[src/rtl/core/btc_pkg.sv]
// Shared types, register codes and helpers for the block transposition cipher unit.
`default_nettype none

package btc_pkg;

  localparam int unsigned CHAR_W     = 8;
  localparam int unsigned LEN_W      = 5;
  localparam int unsigned KEY_W      = 64;
  localparam int unsigned KEY_NIB    = 16;
  localparam int unsigned NIB_W      = 4;
  localparam int unsigned CFG_IDX_W  = 1;
  localparam int unsigned CFG_DATA_W = 64;

  localparam logic [CHAR_W-1:0] SPACE_CHAR      = 8'd32;
  localparam logic [LEN_W-1:0]  LEN_RESET       = 5'd16;
  localparam logic [KEY_W-1:0]  KEY_RESET       = 64'hFEDC_BA98_7654_3210;

  typedef enum logic [CFG_IDX_W-1:0] {
    REG_BLOCK_LENGTH = 1'b0,
    REG_KEY          = 1'b1
  } cfg_reg_e;

  typedef enum logic {
    CMD_BLOCK = 1'b0,
    CMD_ERROR = 1'b1
  } cmd_kind_e;

  // Clamp the programmed length into 1..max_len.
  function automatic logic [LEN_W-1:0] eff_len(input logic [LEN_W-1:0] len,
                                               input logic [LEN_W-1:0] max_len);
    logic [LEN_W-1:0] r;
    r = len;
    if (r == '0) begin
      r = LEN_W'(1);
    end
    if (r > max_len) begin
      r = max_len;
    end
    return r;
  endfunction

endpackage

`default_nettype wire

[src/rtl/core/btc_front.sv]
// Front end: accept items, drop spaces, fill the block store, issue block and error commands.
`default_nettype none

module btc_front #(
  parameter int unsigned MAX_BLOCK = 16
) (
  input  wire logic                          clk_i,
  input  wire logic                          rst_ni,
  input  wire logic [btc_pkg::CHAR_W-1:0]    char_in_i,
  input  wire logic                          end_of_line_i,
  input  wire logic                          in_valid_i,
  output logic                               in_ready_o,
  input  wire logic [btc_pkg::LEN_W-1:0]     block_length_i,
  input  wire logic                          q_full_i,
  output logic                               push_o,
  output btc_pkg::cmd_kind_e                 push_kind_o,
  output logic [MAX_BLOCK-1:0][btc_pkg::CHAR_W-1:0] push_bank_o
);
  import btc_pkg::*;

  localparam int unsigned IDX_W  = (MAX_BLOCK > 1) ? $clog2(MAX_BLOCK) : 1;
  localparam int unsigned FILL_W = $clog2(MAX_BLOCK + 1);

  logic [MAX_BLOCK-1:0][CHAR_W-1:0] store_q;
  logic [MAX_BLOCK-1:0][CHAR_W-1:0] bank;
  logic [FILL_W-1:0]                fill_q, fill_d;
  logic [LEN_W-1:0]                 len;
  logic [LEN_W-1:0]                 fill_next;
  logic                             accept;
  logic                             is_char;
  logic                             full_block;

  assign in_ready_o = ~q_full_i;
  assign accept     = in_valid_i & in_ready_o;
  assign is_char    = ~end_of_line_i & (char_in_i != SPACE_CHAR);
  assign len        = eff_len(block_length_i, LEN_W'(MAX_BLOCK));
  assign fill_next  = LEN_W'(fill_q) + LEN_W'(1);
  assign full_block = fill_next >= len;

  // Store image including the character arriving now.
  always_comb begin
    bank = store_q;
    bank[fill_q[IDX_W-1:0]] = char_in_i;
  end

  always_comb begin
    fill_d      = fill_q;
    push_o      = 1'b0;
    push_kind_o = CMD_BLOCK;
    if (accept) begin
      if (end_of_line_i) begin
        if (fill_q != '0) begin
          push_o      = 1'b1;
          push_kind_o = CMD_ERROR;
          fill_d      = '0;
        end
      end else if (is_char) begin
        if (full_block) begin
          push_o = 1'b1;
          fill_d = '0;
        end else begin
          fill_d = FILL_W'(fill_next);
        end
      end
    end
  end

  assign push_bank_o = bank;

  always_ff @(posedge clk_i or negedge rst_ni) begin
    if (!rst_ni) begin
      fill_q <= '0;
    end else begin
      fill_q <= fill_d;
    end
  end

  always_ff @(posedge clk_i) begin
    if (accept && is_char) begin
      store_q[fill_q[IDX_W-1:0]] <= char_in_i;
    end
  end

endmodule

`default_nettype wire

[src/rtl/core/btc_queue.sv]
// Two-entry command queue between front and back end; each entry carries a block snapshot.
`default_nettype none

module btc_queue #(
  parameter int unsigned MAX_BLOCK = 16
) (
  input  wire logic                                      clk_i,
  input  wire logic                                      rst_ni,
  input  wire logic                                      push_i,
  input  wire btc_pkg::cmd_kind_e                        push_kind_i,
  input  wire logic [MAX_BLOCK-1:0][btc_pkg::CHAR_W-1:0] push_bank_i,
  output logic                                           full_o,
  input  wire logic                                      pop_i,
  output logic                                           head_valid_o,
  output btc_pkg::cmd_kind_e                             head_kind_o,
  output logic [MAX_BLOCK-1:0][btc_pkg::CHAR_W-1:0]      head_bank_o
);
  import btc_pkg::*;

  localparam int unsigned DEPTH = 2;

  cmd_kind_e                        kind_q [DEPTH];
  logic [MAX_BLOCK-1:0][CHAR_W-1:0] bank_q [DEPTH];
  logic                             wr_ptr_q, rd_ptr_q;
  logic [1:0]                       count_q, count_d;
  logic                             do_push, do_pop;

  assign full_o       = (count_q == 2'(DEPTH));
  assign head_valid_o = (count_q != '0);
  assign head_kind_o  = kind_q[rd_ptr_q];
  assign head_bank_o  = bank_q[rd_ptr_q];
  assign do_push      = push_i & ~full_o;
  assign do_pop       = pop_i & head_valid_o;

  always_comb begin
    count_d = count_q;
    if (do_push && !do_pop) begin
      count_d = count_q + 2'd1;
    end else if (do_pop && !do_push) begin
      count_d = count_q - 2'd1;
    end
  end

  always_ff @(posedge clk_i or negedge rst_ni) begin
    if (!rst_ni) begin
      wr_ptr_q <= 1'b0;
      rd_ptr_q <= 1'b0;
      count_q  <= '0;
    end else begin
      count_q <= count_d;
      if (do_push) begin
        wr_ptr_q <= ~wr_ptr_q;
      end
      if (do_pop) begin
        rd_ptr_q <= ~rd_ptr_q;
      end
    end
  end

  always_ff @(posedge clk_i) begin
    if (do_push) begin
      kind_q[wr_ptr_q] <= push_kind_i;
      bank_q[wr_ptr_q] <= push_bank_i;
    end
  end

endmodule

`default_nettype wire

[src/rtl/core/btc_back.sv]
// Back end: walk the key over a queued block and drive the output register.
`default_nettype none

module btc_back #(
  parameter int unsigned MAX_BLOCK = 16
) (
  input  wire logic                                      clk_i,
  input  wire logic                                      rst_ni,
  input  wire logic                                      head_valid_i,
  input  wire btc_pkg::cmd_kind_e                        head_kind_i,
  input  wire logic [MAX_BLOCK-1:0][btc_pkg::CHAR_W-1:0] head_bank_i,
  output logic                                           pop_o,
  input  wire logic [btc_pkg::LEN_W-1:0]                 block_length_i,
  input  wire logic [btc_pkg::KEY_W-1:0]                 key_i,
  output logic [btc_pkg::CHAR_W-1:0]                     char_out_o,
  output logic                                           block_last_o,
  output logic                                           length_error_o,
  output logic                                           out_valid_o,
  input  wire logic                                      out_ready_i
);
  import btc_pkg::*;

  localparam int unsigned IDX_W = (MAX_BLOCK > 1) ? $clog2(MAX_BLOCK) : 1;

  logic [KEY_NIB-1:0][NIB_W-1:0] key_nib;
  logic [IDX_W-1:0]              pos_q, pos_d;
  logic [LEN_W-1:0]              len;
  logic [NIB_W-1:0]              src;
  logic [CHAR_W-1:0]             src_char;
  logic                          last_pos;
  logic                          load;
  logic                          out_valid_q, out_valid_d;
  logic [CHAR_W-1:0]             char_q, char_d;
  logic                          last_q, last_d;
  logic                          err_q, err_d;

  assign key_nib  = key_i;
  assign len      = eff_len(block_length_i, LEN_W'(MAX_BLOCK));
  assign src      = key_nib[NIB_W'(pos_q)];
  assign last_pos = (LEN_W'(pos_q) + LEN_W'(1)) == len;
  assign load     = head_valid_i & (~out_valid_q | out_ready_i);

  // Entries past the store depth were never written: read them as zero.
  always_comb begin
    src_char = '0;
    if ({1'b0, src} < (NIB_W + 1)'(MAX_BLOCK)) begin
      src_char = head_bank_i[src[IDX_W-1:0]];
    end
  end

  always_comb begin
    pos_d       = pos_q;
    pop_o       = 1'b0;
    out_valid_d = out_valid_q & ~out_ready_i;
    char_d      = char_q;
    last_d      = last_q;
    err_d       = err_q;
    if (load) begin
      out_valid_d = 1'b1;
      case (head_kind_i)
        CMD_ERROR: begin
          char_d = '0;
          last_d = 1'b1;
          err_d  = 1'b1;
          pop_o  = 1'b1;
        end
        CMD_BLOCK: begin
          char_d = src_char;
          last_d = last_pos;
          err_d  = 1'b0;
          if (last_pos) begin
            pop_o = 1'b1;
            pos_d = '0;
          end else begin
            pos_d = pos_q + IDX_W'(1);
          end
        end
        default: begin
          out_valid_d = out_valid_q & ~out_ready_i;
        end
      endcase
    end
  end

  always_ff @(posedge clk_i or negedge rst_ni) begin
    if (!rst_ni) begin
      pos_q       <= '0;
      out_valid_q <= 1'b0;
    end else begin
      pos_q       <= pos_d;
      out_valid_q <= out_valid_d;
    end
  end

  always_ff @(posedge clk_i) begin
    char_q <= char_d;
    last_q <= last_d;
    err_q  <= err_d;
  end

  assign out_valid_o    = out_valid_q;
  assign char_out_o     = char_q;
  assign block_last_o   = last_q;
  assign length_error_o = err_q;

endmodule

`default_nettype wire

[src/rtl/core/block_transposition_cipher_unit.sv]
// Top level of the block transposition cipher unit: config registers, front, queue, back.
`default_nettype none

// Streaming block transposition cipher. Characters enter one item per cycle on the
// input channel; spaces are dropped and the rest fill a block of block_length
// characters (register 0, clamped to 1..MAX_BLOCK). When a block fills, a snapshot
// of the whole store goes into a two-entry command queue and the back end emits it
// as block_length result items, one per cycle, where output position k carries the
// stored character at the index held in nibble k of key_permutation (register 1);
// block_last marks the final item. An end-of-line item arriving on a partial block
// queues one error item (char_out zero, block_last and length_error set) and
// clears the block; on an empty block it produces nothing. Input accepts one item
// per cycle as long as the command queue has room; the back end drains one result
// per cycle while out_ready_i is high, and a command's first result reaches the output
// through the queue entry and the output register. A command leaves the queue when
// its last result enters the output register, so the input stalls while the queue
// holds two commands: the one being emitted and one waiting behind it. Registers are
// written through cfg_we_i/cfg_index_i/cfg_data_i; the user must write them only while
// the unit is idle, as the unit does not enforce it. Block length is read while blocks
// fill and are emitted, the key while a block is emitted.

module block_transposition_cipher_unit #(
  parameter int unsigned MAX_BLOCK = 16
) (
  input  wire logic                              clk_i,
  input  wire logic                              rst_ni,
  input  wire logic [btc_pkg::CHAR_W-1:0]        char_in_i,
  input  wire logic                              end_of_line_i,
  input  wire logic                              in_valid_i,
  output logic                                   in_ready_o,
  output logic [btc_pkg::CHAR_W-1:0]             char_out_o,
  output logic                                   block_last_o,
  output logic                                   length_error_o,
  output logic                                   out_valid_o,
  input  wire logic                              out_ready_i,
  input  wire logic                              cfg_we_i,
  input  wire logic [btc_pkg::CFG_IDX_W-1:0]     cfg_index_i,
  input  wire logic [btc_pkg::CFG_DATA_W-1:0]    cfg_data_i
);
  import btc_pkg::*;

  logic [LEN_W-1:0]                 block_length_q;
  logic [KEY_W-1:0]                 key_q;
  logic                             q_full;
  logic                             push;
  cmd_kind_e                        push_kind;
  logic [MAX_BLOCK-1:0][CHAR_W-1:0] push_bank;
  logic                             pop;
  logic                             head_valid;
  cmd_kind_e                        head_kind;
  logic [MAX_BLOCK-1:0][CHAR_W-1:0] head_bank;

  // Configuration registers: plain write, no read-back.
  always_ff @(posedge clk_i or negedge rst_ni) begin
    if (!rst_ni) begin
      block_length_q <= LEN_RESET;
      key_q          <= KEY_RESET;
    end else if (cfg_we_i) begin
      case (cfg_index_i)
        REG_BLOCK_LENGTH: begin
          block_length_q <= cfg_data_i[LEN_W-1:0];
        end
        REG_KEY: begin
          key_q <= cfg_data_i[KEY_W-1:0];
        end
        default: begin
          block_length_q <= block_length_q;
        end
      endcase
    end
  end

  // Accept and classify items, hold the partial block.
  btc_front #(
    .MAX_BLOCK(MAX_BLOCK)
  ) u_front (
    .clk_i         (clk_i),
    .rst_ni        (rst_ni),
    .char_in_i     (char_in_i),
    .end_of_line_i (end_of_line_i),
    .in_valid_i    (in_valid_i),
    .in_ready_o    (in_ready_o),
    .block_length_i(block_length_q),
    .q_full_i      (q_full),
    .push_o        (push),
    .push_kind_o   (push_kind),
    .push_bank_o   (push_bank)
  );

  // Decouple filling from emission.
  btc_queue #(
    .MAX_BLOCK(MAX_BLOCK)
  ) u_queue (
    .clk_i       (clk_i),
    .rst_ni      (rst_ni),
    .push_i      (push),
    .push_kind_i (push_kind),
    .push_bank_i (push_bank),
    .full_o      (q_full),
    .pop_i       (pop),
    .head_valid_o(head_valid),
    .head_kind_o (head_kind),
    .head_bank_o (head_bank)
  );

  // Permute and emit one result item per cycle while the output is not stalled.
  btc_back #(
    .MAX_BLOCK(MAX_BLOCK)
  ) u_back (
    .clk_i         (clk_i),
    .rst_ni        (rst_ni),
    .head_valid_i  (head_valid),
    .head_kind_i   (head_kind),
    .head_bank_i   (head_bank),
    .pop_o         (pop),
    .block_length_i(block_length_q),
    .key_i         (key_q),
    .char_out_o    (char_out_o),
    .block_last_o  (block_last_o),
    .length_error_o(length_error_o),
    .out_valid_o   (out_valid_o),
    .out_ready_i   (out_ready_i)
  );

endmodule

`default_nettype wire

[config.mk]
export PLATFORM = sky130hd
export DESIGN_NAME = block_transposition_cipher_unit
export DESIGN_NICKNAME = d
export VERILOG_FILES = /design/src/rtl/core/btc_pkg.sv /design/src/rtl/core/btc_front.sv /design/src/rtl/core/btc_queue.sv /design/src/rtl/core/btc_back.sv /design/src/rtl/core/block_transposition_cipher_unit.sv
export SDC_FILE = /design/constraint.sdc
export NUM_CORES = 1
export LEC_CHECK = 0
export BUFFER_PORTS_ARGS = -buffer_cell sky130_fd_sc_hd__buf_2
export CAP_MARGIN = 25
export CORE_MARGIN = 2
export CORE_UTILIZATION = 50
export CTS_CLUSTER_SIZE = 20
export DETAILED_ROUTE_END_ITERATION = 8
export PLACE_DENSITY = 0.67
export SETUP_SLACK_MARGIN = 0.05
export SLEW_MARGIN = 20
export SYNTH_ARGS = -nofsm -noshare
export SYNTH_HDL_FRONTEND = slang
export SYNTH_HIERARCHICAL = 1
export SYNTH_SLANG_ARGS = --single-unit
[constraint.sdc]
create_clock -name clk_i -period 9.31 [get_ports clk_i]
set_clock_uncertainty 0.15 [all_clocks]
set_input_delay 1.862 -clock clk_i [delete_from_list [all_inputs] [get_ports clk_i]]
set_output_delay 1.862 -clock clk_i [all_outputs]
set_load 0.02 [all_outputs]
After elaboration in Yosys (flattened, before gate mapping)

Memories as Yosys holds them, arrays and structs flattened.
Cells that the tools add are included.

Flip-flop bits (word level): 221
RAM bits: 258
Memories: 2

Memory list:

| name           | words | width | rd ports | clocked after memory_dff | write ports | line            | text |
|---|---|---|---|---|---|---|---|
| u_queue.bank_q | 2     | 128   | 1        | 0                        | 1           | btc_queue.sv:23 | `logic [MAX_BLOCK-1:0][CHAR_W-1:0] bank_q [DEPTH];` |
| u_queue.kind_q | 2     | 1     | 1        | 0                        | 1           | btc_queue.sv:22 | `cmd_kind_e kind_q [DEPTH];` |

$add $sub $neg: 5
Magnitude comparators: 6
Eq/ne operators: 4
Mux-type cells: 32
Bitwise gates (word level): 15
Reductions and logical operators: 15

Operators by type and width:

| kind                                                       | number |
|---|---|
| bitwise mux 128 bit                                        | 1 |
| binary-select mux 8 bit (select 4 bit)                     | 1 |
| demux 8 bit (select 4 bit)                                 | 1 |
| two-way mux 5 bit                                          | 6 |
| binary-select mux 4 bit (select 4 bit)                     | 1 |
| two-way mux 8 bit                                          | 2 |
| case mux 8 bit (2 select lines)                            | 1 |
| less-than comparator 4 x 5 -> 1 bit, second input constant | 3 |
| two-way mux 1 bit                                          | 12 |
| two-way mux 4 bit                                          | 2 |
| != test 8 x 6 -> 1 bit, second input constant              | 1 |
| inverter 1 bit                                             | 8 |
| bitwise AND 1 bit                                          | 6 |
| case mux 1 bit (2 select lines)                            | 3 |
| AND reduction 2 bit                                        | 3 |
| nonzero test 2 bit                                         | 3 |
| adder 4 x 1 -> 5 bit, second input constant                | 1 |
| adder 5 x 1 -> 5 bit, second input constant                | 1 |
| equality test 5 bit                                        | 1 |
| greater-or-equal comparator 5 bit                          | 1 |
| > comparator 5 bit, second input constant                  | 1 |
| zero test 5 bit                                            | 1 |
| nonzero test 5 bit                                         | 1 |
| adder 4 x 1 -> 4 bit, second input constant                | 1 |
| other kinds (10)                                           | 15 |

Longest topological paths before layout

Depth after elaboration: 14
Mapped depth: 15
Gate-level depth less buffers: 14

Hierarchy

The synthesis kept the hierarchy.

By module, submodules not included:

| module                          | times used | cells each | area each (um^2) | seq. area each (um^2) |
|---|---|---|---|---|
| btc_queue                       | 1          | 420        | 9532.9           | 7847.5 |
| btc_front                       | 1          | 355        | 6044.5           | 3968.8 |
| block_transposition_cipher_unit | 1          | 146        | 2668.8           | 1767.9 |
| btc_back                        | 1          | 223        | 2333.5           | 425.4 |

Least setup slack after synthesis

Ideal clock, no wire load.

Path kind: input to register
From: in char_in_i[5] in the netlist's numbering
To: mem u_queue/bank_q[0][0] in the netlist's numbering, enable pin
Setup time: 0.619 ns
Arrival time: 7.875 ns
Required time: 8.541 ns
Path slack: 0.667 ns
Stages: 6
Buffers on the path: 0
Path through: nor4b_1 nand3_1 o211a_4 o31a_1 nand2_1 nor2_1

Cells in the longest elaborated chain, start to end: 8

Ends and longest elaborated chain:

| what                                    | line                                  | text |
|---|---|---|
| start, declared                         | block_transposition_cipher_unit.sv:27 | `input wire logic [btc_pkg::CHAR_W-1:0] char_in_i,` |
| != test 8 x 6 -> 1 bit                  | btc_front.sv:35                       | `assign is_char = ~end_of_line_i & (char_in_i != SPACE_CHAR);` |
| bitwise AND 1 bit                       | btc_front.sv:35                       |  |
| two-way mux 1 bit                       | btc_front.sv:57                       | `end else if (is_char) begin` |
| two-way mux 1 bit                       | btc_front.sv:51                       | `if (end_of_line_i) begin` |
| two-way mux 1 bit                       | btc_front.sv:50                       | `if (accept) begin` |
| named net push                          | block_transposition_cipher_unit.sv:45 | `logic push;` |
| bitwise AND 1 bit                       | btc_queue.sv:32                       | `assign do_push = push_i & ~full_o;` |
| two-way mux 1 bit                       | btc_queue.sv:61                       | `if (do_push) begin` |
| two-way mux 1 bit (not written as such) | btc_queue.sv:63                       | `bank_q[wr_ptr_q] <= push_bank_i;` |
| end, declared                           | btc_queue.sv:23                       |  |

The timed path passes the listed nets, and every way through them passes these cells.

Final worst setup path

From: reg u_back.pos_q[2]
To: reg u_back.char_q[5], in the netlist u_back/char_out_o[5] (data pin)

Cells in the longest elaborated chain, start to end: 5

Ends and longest elaborated chain:

| what                                    | line           | text |
|---|---|---|
| start, declared                         | btc_back.sv:26 | `logic [IDX_W-1:0] pos_q, pos_d;` |
| start signal, assigned                  | btc_back.sv:90 | `pos_q <= pos_d;` |
| binary-select mux 4 bit (select 4 bit)  | btc_back.sv:39 | `assign src = key_nib[NIB_W'(pos_q)];` |
| two-way mux 4 bit (not written as such) | btc_back.sv:39 |  |
| binary-select mux 8 bit (select 4 bit)  | btc_back.sv:47 | `src_char = head_bank_i[src[IDX_W-1:0]];` |
| two-way mux 8 bit (not written as such) | btc_back.sv:47 |  |
| case mux 8 bit (2 select lines)         | btc_back.sv:60 | `case (head_kind_i)` |
| end signal, assigned                    | btc_back.sv:96 | `char_q <= char_d;` |
| end, declared                           | btc_back.sv:33 | `logic [CHAR_W-1:0] char_q, char_d;` |

Every way passes these cells. The select of a mux whose other input is x is not followed.
A chain may end at the register's enable or synchronous reset.

==> results by group <==
Outcome
  – Outcome: finished clean

Clock network
  – Sink Count: 479
  – Clock slew at reported path FFs: 0.06 ns
  – H-tree levels: 2
  – Post-CTS sizing: 0
  – Clock Latency Late Sink: 0.58 ns
  – Root buffer selected by CTS: clkbuf_16
  – Hold-fix buffers at CTS: 0
  – Setup bufs post-CTS: 0
  – Clock Path Buffers: 3
  – Total CTS buffers: 49
  – TritonCTS clock tree: built

STA
  – Final WS setup: 4.65 ns
  – Final setup vio count: 0
  – Hold WS: 0.344 ns
  – Worst-Margin Slew: 1.02 ns
  – Max_slew headroom: 32.3%
  – Setup TNS: 0 ns
  – Unrepaired setup endpoints after global routing: false
  – Peak Freq: 214 MHz
  – Min cycle time layout: 4.66 ns
  – Final Cycle Share: 50.1%
  – Final hold vios: 0
  – Final Slew Violations: 0

Power
  – Switch share: 30.4%
  – Pleak: 8.12 nW
  – Sw Pwr: 2.12 mW
  – Combinational group share of total power: 29.2%
  – Power Dens Cells: 304 nW/um2
  – Worst IR Drop VDD: 0.199 mV
  – Cell-internal power: 4.85 mW
  – Clock share of power: 26.7%
  – Sequential power share: 44.0%

Setup path
  – Worst Path Max Fanout: 39
  – Worst path required time: 9.47 ns
  – CP endpoint: u_back/char_out_o[5]
  – Setup Crit Path Kind: flip-flop to flip-flop
  – Crit Reg-Reg Startpoint: u_back/pos_q[2]
  – R2R Setup Slk: 4.65 ns
  – R2R cell count: 9
  – CP arrival: 4.83 ns
  – Worst R2R End: u_back/char_out_o[5]
  – CP startpoint kind: flip-flop
  – Crit. Startpoint: u_back/pos_q[2]
  – Setup crit end kind: flip-flop

Synth
  – Post-synth EDFFs: 396
  – Synthesized area per cell: 18.0 um2
  – Yosys reg bits: 479
  – Asr flop ratio synth: 17.3%
  – Post-synthesis sequential area ratio: 68.1%
  – Mapped Nets: 1234
  – Post-synth cell types: 63
  – Yosys warns: 6
  – Synth Flop Type: edfxtp_1
  – Post-Synthesis Cells: 1144
  – Post-Syn Area: 20600 um2

GRT
  – GRT Overall Usage: 20.0%
  – First-pass GRT wire length: 63700 um
  – Number of global-route vias before repair: 10700
  – Largest net degree at the start of global routing: 114
  – Total grt overflow: 0
  – Initial antenna violation count: 1

Placement
  – Final Wtd Congestion: 0.800
  – DPL Wire Length: 24700 um
  – Dpl ws: 4.13 ns
  – Dpl cell area: 21400 um2
  – PortBufs: 90

Layout
  – Nets@finish: 1338
  – Share of layout cells above drive strength 1: 44.3%
  – Area Growth Syn to Fin: 11.4%
  – Cell area after layout: 22900 um2

Hold path
  – Worst Hold Launch: u_queue/count_q[1]
  – Worst hold path type: flip-flop to flip-flop

Route
  – Drt drc: 0
  – Drt pass-1 iters: 7
  – WL per Instance: 22.9 um
  – Detail-routed via count per cell: 5.74
  – Vias: 10500
  – Initial drt markers: 702
  – DRT antenna net count: 0
  – Detailed Route WL: 41700 um

Flow run
  – Max Cap Viol: 0

Floorplanning
  – Starting Density: 50.5%
  – Io pins: 91
  – Die Wd: 207 um
  – Core Region: 40700 um2
  – Die area: 42800 um2
  – Std cell rows: 74
  – Die Y: 207 um
## flip-flops by register name, indices dropped and copies added, names as in the netlist
name                   cells
block_length_q             5
key_q                     64
u_back/block_last_o        1
u_back/char_out_o          8
u_back/length_error_o      1
u_back/out_valid_o         1
u_back/pos_q               4
u_front/fill_q             5
u_front/store_q          128
u_queue/bank_q           256
u_queue/count_q            2
u_queue/kind_q             2
u_queue/rd_ptr_q           1
u_queue/wr_ptr_q           1
## power groups by stage
stage	Combinational, mW	Sequential (mW)	Clock, mW
after detailed placement	2.05	3.12	0
after global placement	2.02	3.10	0
after global routing	2.20	3.11	1.99
after floorplan	1.66	3.05	0
final	2.04	3.07	1.86
after CTS	2.06	3.08	1.90
## metrics by stage
| stage | utilization (%) | cells | power (mW) |
|---|---|---|---|
| after floorplan | - | 1144 | 4.71 |
| after global placement | 52.5 | 1728 | 5.12 |
| after detailed placement | 52.5 | 1728 | 5.17 |
| after CTS | 56.2 | 1819 | 7.04 |
| after global routing | 56.3 | 1820 | 7.30 |
| final | 56.3 | 1821 | 6.96 |
## cell families after synthesis
group | synth area share (%)
flops | 68.1
mux | 23.3
simple gates | 2.99
buf+inv | 2.27
compound gates | 2.23
xor+xnor | 0.468
fa+ha+maj | 0.669
## placed cells by master (no fill, tap or decap), types with 15 or more instances in the layout
cell type    n
clkbuf_16   50
nand2_1     15
buf_2       89
mux2_2     321
nor2_1      30
mux4_2      17
edfxtp_1   396
dfrtp_1     49
dfstp_2     33
mux2i_1     71
## worst min path at each step
stage,endpoint,slack [ns],cells after the start
2_1_floorplan,u_queue/count_q[1],0.31,1
3_3_place_gp,u_queue/count_q[1],0.33,1
3_5_place_dp,u_queue/count_q[1],0.33,1
4_1_cts,u_queue/count_q[1],0.35,1
5_1_grt,key_q[3],0.37,1
6_report,u_queue/count_q[1],0.34,1
## layer usage
layer / up-vias / global-route usage, % / share of wire [%]
met1: 5418 / 27.9 / 44
met4: 2 / 5.95 / 2.6
met5: - / 0 / 0.031
met2: 267 / 31.6 / 47
li1: 4696 / - / -
met3: 77 / 4.66 / 5.9
## layout make-up
type / count / area (um2)
fill: 3169 / 17800
sequential: 479 / 14000
multi-input combinational: 605 / 6120
clock buffer: 64 / 1300
tap: 532 / 666
timing repair buffer: 100 / 557
clock inverter: 27 / 218
inverter: 13 / 48.8
antenna: 1 / 2.50
## Yosys cell counts, drive strengths merged, types with 3 or more instances
cell type	instances	area, um2
o221ai	9	78.8
nand2b	5	31.3
nand3	7	35.0
o22ai	13	81.3
nor2	33	139
o21ai	9	63.8
mux4	17	383
nand2	25	124
nor2b	7	51.3
buf	31	298
xnor2	8	70.1
and2	5	31.3
or4	7	52.6
or2	3	18.8
nor4b	3	26.3
a21oi	3	15.0
dfstp	33	867
and3	4	30.0
mux2	327	3700
o2111ai	4	35.0
o22a	7	61.3
inv	12	45.0
mux2i	71	711
xor2	3	26.3
edfxtp	396	11900
ha	11	138
clkbuf	16	120
nor3	5	25.0
dfrtp	50	1250
## critical path, stage by stage (launching register included)
cell	delay, ns
dfrtp_1	0.92
mux4_2	0.42
o21a_1	0.18
a222oi_1	0.33
buf_4	0.53
buf_4	0.69
mux2i_1	0.28
o22a_1	0.19
o221ai_1	0.19
or4_1	0.47
Note: power is estimated with default switching activity, not from simulation.
